File: src/hdl/mpm_pkg.sv
// Package: widths, constants and shared types for the 2x2 modular matrix power block.
`default_nettype none
package mpm_pkg;
  localparam int unsigned EntryBits = 32;
  localparam int unsigned ExpBits = 63;
  localparam int unsigned CntBits = $clog2(EntryBits + 1);
  localparam logic [EntryBits-1:0] ModulusReset = 32'd1000000007;

  typedef logic [EntryBits-1:0] entry_t;

  // request/response between sequencer and modular multiplier
  typedef struct packed {
    logic   go;
    entry_t a;
    entry_t b;
    entry_t c;   // addend, already reduced
  } mul_req_t;

  typedef struct packed {
    logic   done;
    entry_t res;
  } mul_rsp_t;
endpackage
`default_nettype wire

File: src/hdl/matrix_power_mod_2x2_top.sv
// Top level: 2x2 matrix power modulo a programmable modulus.
// An item's time depends on the number of one bits in its exponent: a
// reduction pass over the 4 entries, then for each of the 63 exponent bits one
// squaring and, where the bit is one, one product into the result, each 8
// multiply-adds on the single bit-serial modular multiplier, the one shared
// unit that every multiply-add runs through. The result is shown with done_o
// for one cycle and stays on the outputs until the next item is taken; done_o
// is not held and the receiver cannot stall it. busy_o falls the cycle after
// done_o.
`default_nettype none
module matrix_power_mod_2x2_top (
  input  logic        clk_i,
  input  logic        rst_ni,
  input  logic        cfg_we_i,
  input  logic [31:0] cfg_wdata_i,
  input  logic        start_i,
  output logic        busy_o,
  input  logic [31:0] entry_top_left_i,
  input  logic [31:0] entry_top_right_i,
  input  logic [31:0] entry_bottom_left_i,
  input  logic [31:0] entry_bottom_right_i,
  input  logic [62:0] exponent_i,
  output logic        done_o,
  output logic [31:0] result_top_left_o,
  output logic [31:0] result_top_right_o,
  output logic [31:0] result_bottom_left_o,
  output logic [31:0] result_bottom_right_o
);
  import mpm_pkg::*;

  localparam logic [2:0] S_IDLE = 3'd0;
  localparam logic [2:0] S_RED  = 3'd1;  // reduce entries: 1*e+0 mod m
  localparam logic [2:0] S_MUL  = 3'd2;  // issue multiply
  localparam logic [2:0] S_WAIT = 3'd3;
  localparam logic [2:0] S_OUT  = 3'd4;

  localparam logic [$clog2(ExpBits)-1:0] BitLast = ($clog2(ExpBits))'(ExpBits - 1);

  entry_t mod_q;
  logic [2:0] st_q, st_d;
  entry_t acc_q [4];
  entry_t run_q [4];
  entry_t nw_q [4];   // product being built
  entry_t part_q;     // first partial of an entry
  logic [ExpBits-1:0] exp_q;
  logic [$clog2(ExpBits)-1:0] bit_q;
  logic sq_q;        // 0: acc*run, 1: run*run
  logic [1:0] ent_q; // output entry
  logic half_q;      // which of the two terms
  logic red_q;       // reduction pass

  mul_req_t req;
  mul_rsp_t rsp;

  mpm_mulmod u_mul (
    .clk_i (clk_i), .rst_ni(rst_ni), .mod_i(mod_q), .req_i(req), .rsp_o(rsp)
  );

  // operand selection for P*Q: r[i][j] = p[i][0]q[0][j] + p[i][1]q[1][j]
  entry_t pa, qb;
  logic [1:0] pi, qi;
  always_comb begin
    pi = {ent_q[1], half_q};
    qi = {half_q, ent_q[0]};
    pa = sq_q ? run_q[pi] : acc_q[pi];
    qb = run_q[qi];
  end

  logic one_mod;
  assign one_mod = (mod_q == 32'd1);

  always_comb begin
    st_d = st_q;
    req.go = 1'b0;
    req.a  = pa;
    req.b  = qb;
    req.c  = half_q ? part_q : '0;
    case (st_q)
      S_IDLE: if (start_i) st_d = S_RED;
      S_RED: begin
        // entry runs through the serial side so any entry value reduces fully
        req.go = 1'b1;
        req.a  = 32'd1;
        req.b  = run_q[ent_q];
        req.c  = '0;
        st_d   = S_WAIT;
      end
      S_MUL: begin
        req.go = 1'b1;
        st_d   = S_WAIT;
      end
      S_WAIT: begin
        if (rsp.done) begin
          if (red_q) st_d = (ent_q == 2'd3) ? S_MUL : S_RED;
          else if (half_q && ent_q == 2'd3 && sq_q && bit_q == BitLast) st_d = S_OUT;
          else st_d = S_MUL;
        end
      end
      S_OUT: st_d = S_IDLE;
      default: st_d = S_IDLE;
    endcase
  end

  always_ff @(posedge clk_i or negedge rst_ni) begin
    if (!rst_ni) begin
      st_q  <= S_IDLE;
      mod_q <= ModulusReset;
      red_q <= 1'b0;
      ent_q <= '0;
      half_q <= 1'b0;
      sq_q  <= 1'b0;
      bit_q <= '0;
    end else begin
      st_q <= st_d;
      if (cfg_we_i) mod_q <= cfg_wdata_i;
      if (st_q == S_IDLE && start_i) begin
        red_q <= 1'b1; ent_q <= '0; half_q <= 1'b0; sq_q <= 1'b0; bit_q <= '0;
      end else if (st_q == S_WAIT && rsp.done) begin
        if (red_q) begin
          ent_q <= ent_q + 1'b1;
          if (ent_q == 2'd3) begin
            red_q <= 1'b0;
            sq_q  <= ~exp_q[0];
          end
        end else begin
          half_q <= ~half_q;
          if (half_q) begin
            ent_q <= ent_q + 1'b1;
            if (ent_q == 2'd3) begin
              if (!sq_q) sq_q <= 1'b1;
              else if (bit_q != BitLast) begin
                bit_q <= bit_q + 1'b1;
                sq_q  <= ~exp_q[bit_q + 1'b1];
              end
            end
          end
        end
      end
    end
  end

  // datapath registers
  always_ff @(posedge clk_i) begin
    if (st_q == S_IDLE && start_i) begin
      run_q[0] <= entry_top_left_i;
      run_q[1] <= entry_top_right_i;
      run_q[2] <= entry_bottom_left_i;
      run_q[3] <= entry_bottom_right_i;
      acc_q[0] <= 32'd1; acc_q[1] <= '0; acc_q[2] <= '0; acc_q[3] <= 32'd1;
      exp_q <= exponent_i;
    end else if (st_q == S_WAIT && rsp.done) begin
      if (red_q) begin
        run_q[ent_q] <= rsp.res;
        if (ent_q == 2'd3 && one_mod) begin
          acc_q[0] <= '0; acc_q[3] <= '0;
        end
      end else if (!half_q) part_q <= rsp.res;
      else begin
        nw_q[ent_q] <= rsp.res;
        if (ent_q == 2'd3) begin
          if (sq_q) begin
            run_q[0] <= nw_q[0]; run_q[1] <= nw_q[1];
            run_q[2] <= nw_q[2]; run_q[3] <= rsp.res;
          end else begin
            acc_q[0] <= nw_q[0]; acc_q[1] <= nw_q[1];
            acc_q[2] <= nw_q[2]; acc_q[3] <= rsp.res;
          end
        end
      end
    end
  end

  assign busy_o = (st_q != S_IDLE);
  assign done_o = (st_q == S_OUT);
  assign result_top_left_o     = acc_q[0];
  assign result_top_right_o    = acc_q[1];
  assign result_bottom_left_o  = acc_q[2];
  assign result_bottom_right_o = acc_q[3];
endmodule
`default_nettype wire

File: src/hdl/mpm_mulmod.sv
// Bit-serial modular multiply-add: res = (a*b + c) mod m, one multiplier bit per cycle.
`default_nettype none
module mpm_mulmod (
  input  logic              clk_i,
  input  logic              rst_ni,
  input  mpm_pkg::entry_t   mod_i,
  input  mpm_pkg::mul_req_t req_i,
  output mpm_pkg::mul_rsp_t rsp_o
);
  import mpm_pkg::*;

  // a zero modulus means 2^32
  logic [EntryBits:0] m;
  assign m = (mod_i == '0) ? {1'b1, {EntryBits{1'b0}}} : {1'b0, mod_i};

  logic               busy_q, busy_d;
  logic [CntBits-1:0] cnt_q, cnt_d;
  entry_t             a_q, a_d, b_q, b_d, acc_q, acc_d;
  logic               done_q, done_d;

  // reduce x < 2m to [0, m)
  function automatic entry_t red(input logic [EntryBits+1:0] x,
                                 input logic [EntryBits:0] mm);
    logic [EntryBits+1:0] t;
    begin
      t = x - {1'b0, mm};
      red = (x >= {1'b0, mm}) ? t[EntryBits-1:0] : x[EntryBits-1:0];
    end
  endfunction

  logic [EntryBits+1:0] dbl, sum;
  entry_t               dbl_r;

  // Horner step, msb of b first: acc = 2*acc (+ a)
  always_comb begin
    dbl   = {1'b0, acc_q, 1'b0};
    dbl_r = red(dbl, m);
    sum   = {2'b00, dbl_r} + {2'b00, a_q};
    busy_d = busy_q;
    cnt_d  = cnt_q;
    a_d    = a_q;
    b_d    = b_q;
    acc_d  = acc_q;
    done_d = 1'b0;
    if (req_i.go) begin
      busy_d = 1'b1;
      cnt_d  = CntBits'(EntryBits);
      a_d    = req_i.a;
      b_d    = req_i.b;
      // chain starts at zero; the addend goes in after the last step
      acc_d  = '0;
    end else if (busy_q) begin
      acc_d = b_q[EntryBits-1] ? red(sum, m) : dbl_r;
      b_d   = {b_q[EntryBits-2:0], 1'b0};
      cnt_d = cnt_q - 1'b1;
      if (cnt_q == CntBits'(1)) begin
        busy_d = 1'b0;
        done_d = 1'b1;
      end
    end
  end

  entry_t c_q;
  always_ff @(posedge clk_i or negedge rst_ni) begin
    if (!rst_ni) begin
      busy_q <= 1'b0;
      done_q <= 1'b0;
      cnt_q  <= '0;
    end else begin
      busy_q <= busy_d;
      done_q <= done_d;
      cnt_q  <= cnt_d;
    end
  end

  always_ff @(posedge clk_i) begin
    a_q   <= a_d;
    b_q   <= b_d;
    acc_q <= acc_d;
    if (req_i.go) c_q <= req_i.c;
  end

  // final addend add, one compare-subtract
  assign rsp_o.done = done_q;
  assign rsp_o.res  = red({2'b00, acc_q} + {2'b00, c_q}, m);
endmodule
`default_nettype wire

File: config.mk
export PLATFORM = sky130hd
export DESIGN_NAME = matrix_power_mod_2x2_top
export DESIGN_NICKNAME = d
export VERILOG_FILES = /design/src/hdl/mpm_pkg.sv /design/src/hdl/matrix_power_mod_2x2_top.sv /design/src/hdl/mpm_mulmod.sv
export SDC_FILE = /design/constraint.sdc
export NUM_CORES = 1
export LEC_CHECK = 0
export BUFFER_PORTS_ARGS = -buffer_cell sky130_fd_sc_hd__clkbuf_2
export CORE_UTILIZATION = 45
export DETAILED_ROUTE_END_ITERATION = 8
export HOLD_SLACK_MARGIN = 0.05
export PLACE_DENSITY = 0.66
export SLEW_MARGIN = 20
export SYNTH_ARGS = -nofsm -noshare
export SYNTH_HDL_FRONTEND = slang
export SYNTH_SLANG_ARGS = --single-unit
File: constraint.sdc
create_clock -name clk_i -period 7.3 [get_ports clk_i]
set_input_delay 1.095 -clock clk_i [delete_from_list [all_inputs] [get_ports clk_i]]
set_output_delay 1.095 -clock clk_i [all_outputs]
set_load 0.05 [all_outputs]
==> metrics <==
via count 28,992; Final Core Density 0.545; share of cells above drive strength 1 0.285; max cap viols 0; max-slew violations 0; Post-Syn Instances 3,233; setup slack at placement -137 ps; Area after DPL 40,800 um^2; total CTS buffers 70; Total GRT Usage 0.282; CP Capture Type flop; terminus of the critical flop-to-flop path u_mul.acc_q[19]$_SDFFE_PN0P_; #FFs+latches synth 629; H-tree Lvls 3; Critical Path AT 7580 ps; Design Area, Final 43,900 um^2; fmax 0.140 GHz; Worst-Skew Late Latency 650 ps; GP Congestion 1.01; fraction of registers with async set/reset 0.0859; Cell Area, Synth 36,500 um^2; Warnings, synthesis 0; Initial Utilization 0.454; sequential share of the synthesized area 0.502; slew margin rel. 0.292; vias per cell 5.96; Final WS setup 180 ps; Post-synth EDFFs 543; Worst R2R Start mod_q[9]$_DFFE_PN1P_; clk_skew 54.1 ps; Netlist cell types 85; critical path startpoint category flop; placed cells 4,709; Num Clock Sinks 629; global-route wire length before repair 172,000 um; Critical path origin mod_q[9]$_DFFE_PN1P_; total gr overflow 0; largest net degree at the start of global routing 98; Worst-path clk slew 60 ps; Pre-antenna DRT Iters 9; Routed WL per cell 24.4 um; kind of critical path reg -> reg; std cell rows 104; Layout Nets 4,150; CTS Root Cell clkbuf_16; most frequent cells in the layout 543 x edfxtp_1, 391 x nand2_1, 355 x clkbuf_2, 237 x buf_4, 233 x o21ai_0; Final Hold Viols 0; slew at the pin closest to its max-slew limit 1050 ps; IO Port Bufs 356; Clock Tree Buf Depth 3; Hold WC Path Type reg -> reg; vias in the first global route 27,920; synth-to-layout area growth 20.1%; initial drt markers 3,282; initial antenna violation count 6; status finished clean; Final min period 7120 ps; setup slack, reg-to-reg 180 ps; Setup crit end u_mul.acc_q[19]$_SDFFE_PN0P_; r2r worst-path depth 34; Mean Syn Cell Area 11.3 um^2; io pins 357; data required time of the critical path 7760 ps; Slowest cell on crit path or3_4; die area 82,300 um^2; TritonCTS clock tree done; CP peak stage delay 450 ps; Top FF cell, synth edfxtp_1; die width 287 um; commonest non-fill, non-tap cell in the layout edfxtp_1; # DRC 0; Die Y 287 um; hold_buf cts 0; Final setup viols 0; Crit Path Max Fanout 6; syn nets 3,636; DRT Wirelength 119,000 um; DP HPWL 87,400 um; post-route insts no fill 4,867; Final ANT Viol Nets 0; total core area 80,400 um^2; final worst-path cycle share 0.975; Most common cell on crit path buf_4
cell type report:
cell class	count	area, um^2
multi-input cells	2317	17600
inverters	125	472
clock inverters	34	464
flip-flops and latches	629	18300
repair buffers	604	3730
diodes	2	5.00
fillers	6853	36600
well taps	1060	1330
clock buffers	96	1970
cells in the mapped netlist (all sizes together) (36+ instances only):
library cell | instances | area (um^2)
edfxtp | 543 | 16300
nand2 | 393 | 1480
o21ai | 258 | 1300
nor2 | 217 | 815
a21oi | 181 | 966
ha | 171 | 2140
and2 | 134 | 838
inv | 125 | 469
clkbuf | 119 | 448
mux4 | 115 | 2590
mux2 | 110 | 1240
xnor2 | 90 | 788
a21o | 64 | 480
mux2i | 59 | 603
nand3 | 57 | 285
xor2 | 57 | 499
buf | 44 | 224
nor3 | 40 | 200
dfrtp | 38 | 951
a31oi | 36 | 225
worst min-delay path by stage:
stage	start	to	slack, ps	cells past startpoint
final	part_q[24]$_DFFE_PP_	u_mul.c_q[24]$_SDFFCE_PP0N_	490	1
after global routing	part_q[24]$_DFFE_PP_	u_mul.c_q[24]$_SDFFCE_PP0N_	520	1
after CTS	part_q[24]$_DFFE_PP_	u_mul.c_q[24]$_SDFFCE_PP0N_	490	1
after detailed placement	part_q[27]$_DFFE_PP_	u_mul.c_q[27]$_SDFFCE_PP0N_	500	1
after global placement	u_mul.b_q[11]$_DFFE_PP_	u_mul.b_q[12]$_DFFE_PP_	500	2
after floorplan	u_mul.acc_q[19]$_SDFFE_PN0P_	u_mul.acc_q[19]$_SDFFE_PN0P_	470	2
repair_timing:
action	in CTS	in global routing
endpoints found under the setup margin	14	32
setup buffers	3	18
pin swaps	1	35
cloned	1	4
resized for setup	5	92
metal layers:
metal,vias up,global-route usage,part of all wire
met5,-,0,0.00055
met4,10,0.0932,0.034
met3,242,0.0706,0.11
met2,1531,0.429,0.45
met1,14163,0.393,0.41
li1,13046,-,-
registers in the layout (all words and copies together), names as in the netlist, 2 cells and up:
signal	flops
ent_q	2
u_mul.acc_q	32
mod_q	32
acc_q	128
u_mul.c_q	32
u_mul.b_q	32
nw_q	96
run_q	128
exp_q	63
u_mul.cnt_q	6
part_q	32
bit_q	6
u_mul.a_q	32
st_q	3
critical path, delay by kind of cell, from the launching register on:
family                   cells  cell delay [ps]
XOR/XNOR                     1              180
AO/OA/AOI/OAI               10             1500
buffers and inverters        7             1130
AND/OR/NAND/NOR             10             2020
adder cells (fa/ha/maj)      3              950
multiplexers                 3              820
flip-flops                   1              380
cells by family (layout without fill, tap and decap cells):
group	after synthesis	in the layout	share of synthesized area
buffers and inverters	288	859	0.0313
AND/OR/NAND/NOR	987	987	0.125
other	0	2	0
adder cells (fa/ha/maj)	176	176	0.0614
flip-flops	629	629	0.502
XOR/XNOR	147	147	0.0353
AO/OA/AOI/OAI	722	723	0.124
multiplexers	284	284	0.121
through the flow:
step / hold slack [ps] / setup TNS, ps
finish: 490 / 0
global route: 518 / -1060
CTS: 486 / 0
detailed placement: 502 / -485
global placement: 497 / -63.3
floorplan: 474 / 0
Power is left out: the tool's default activity adds up to more than one toggle a clock period on the data nets, which glitch-free logic cannot reach.
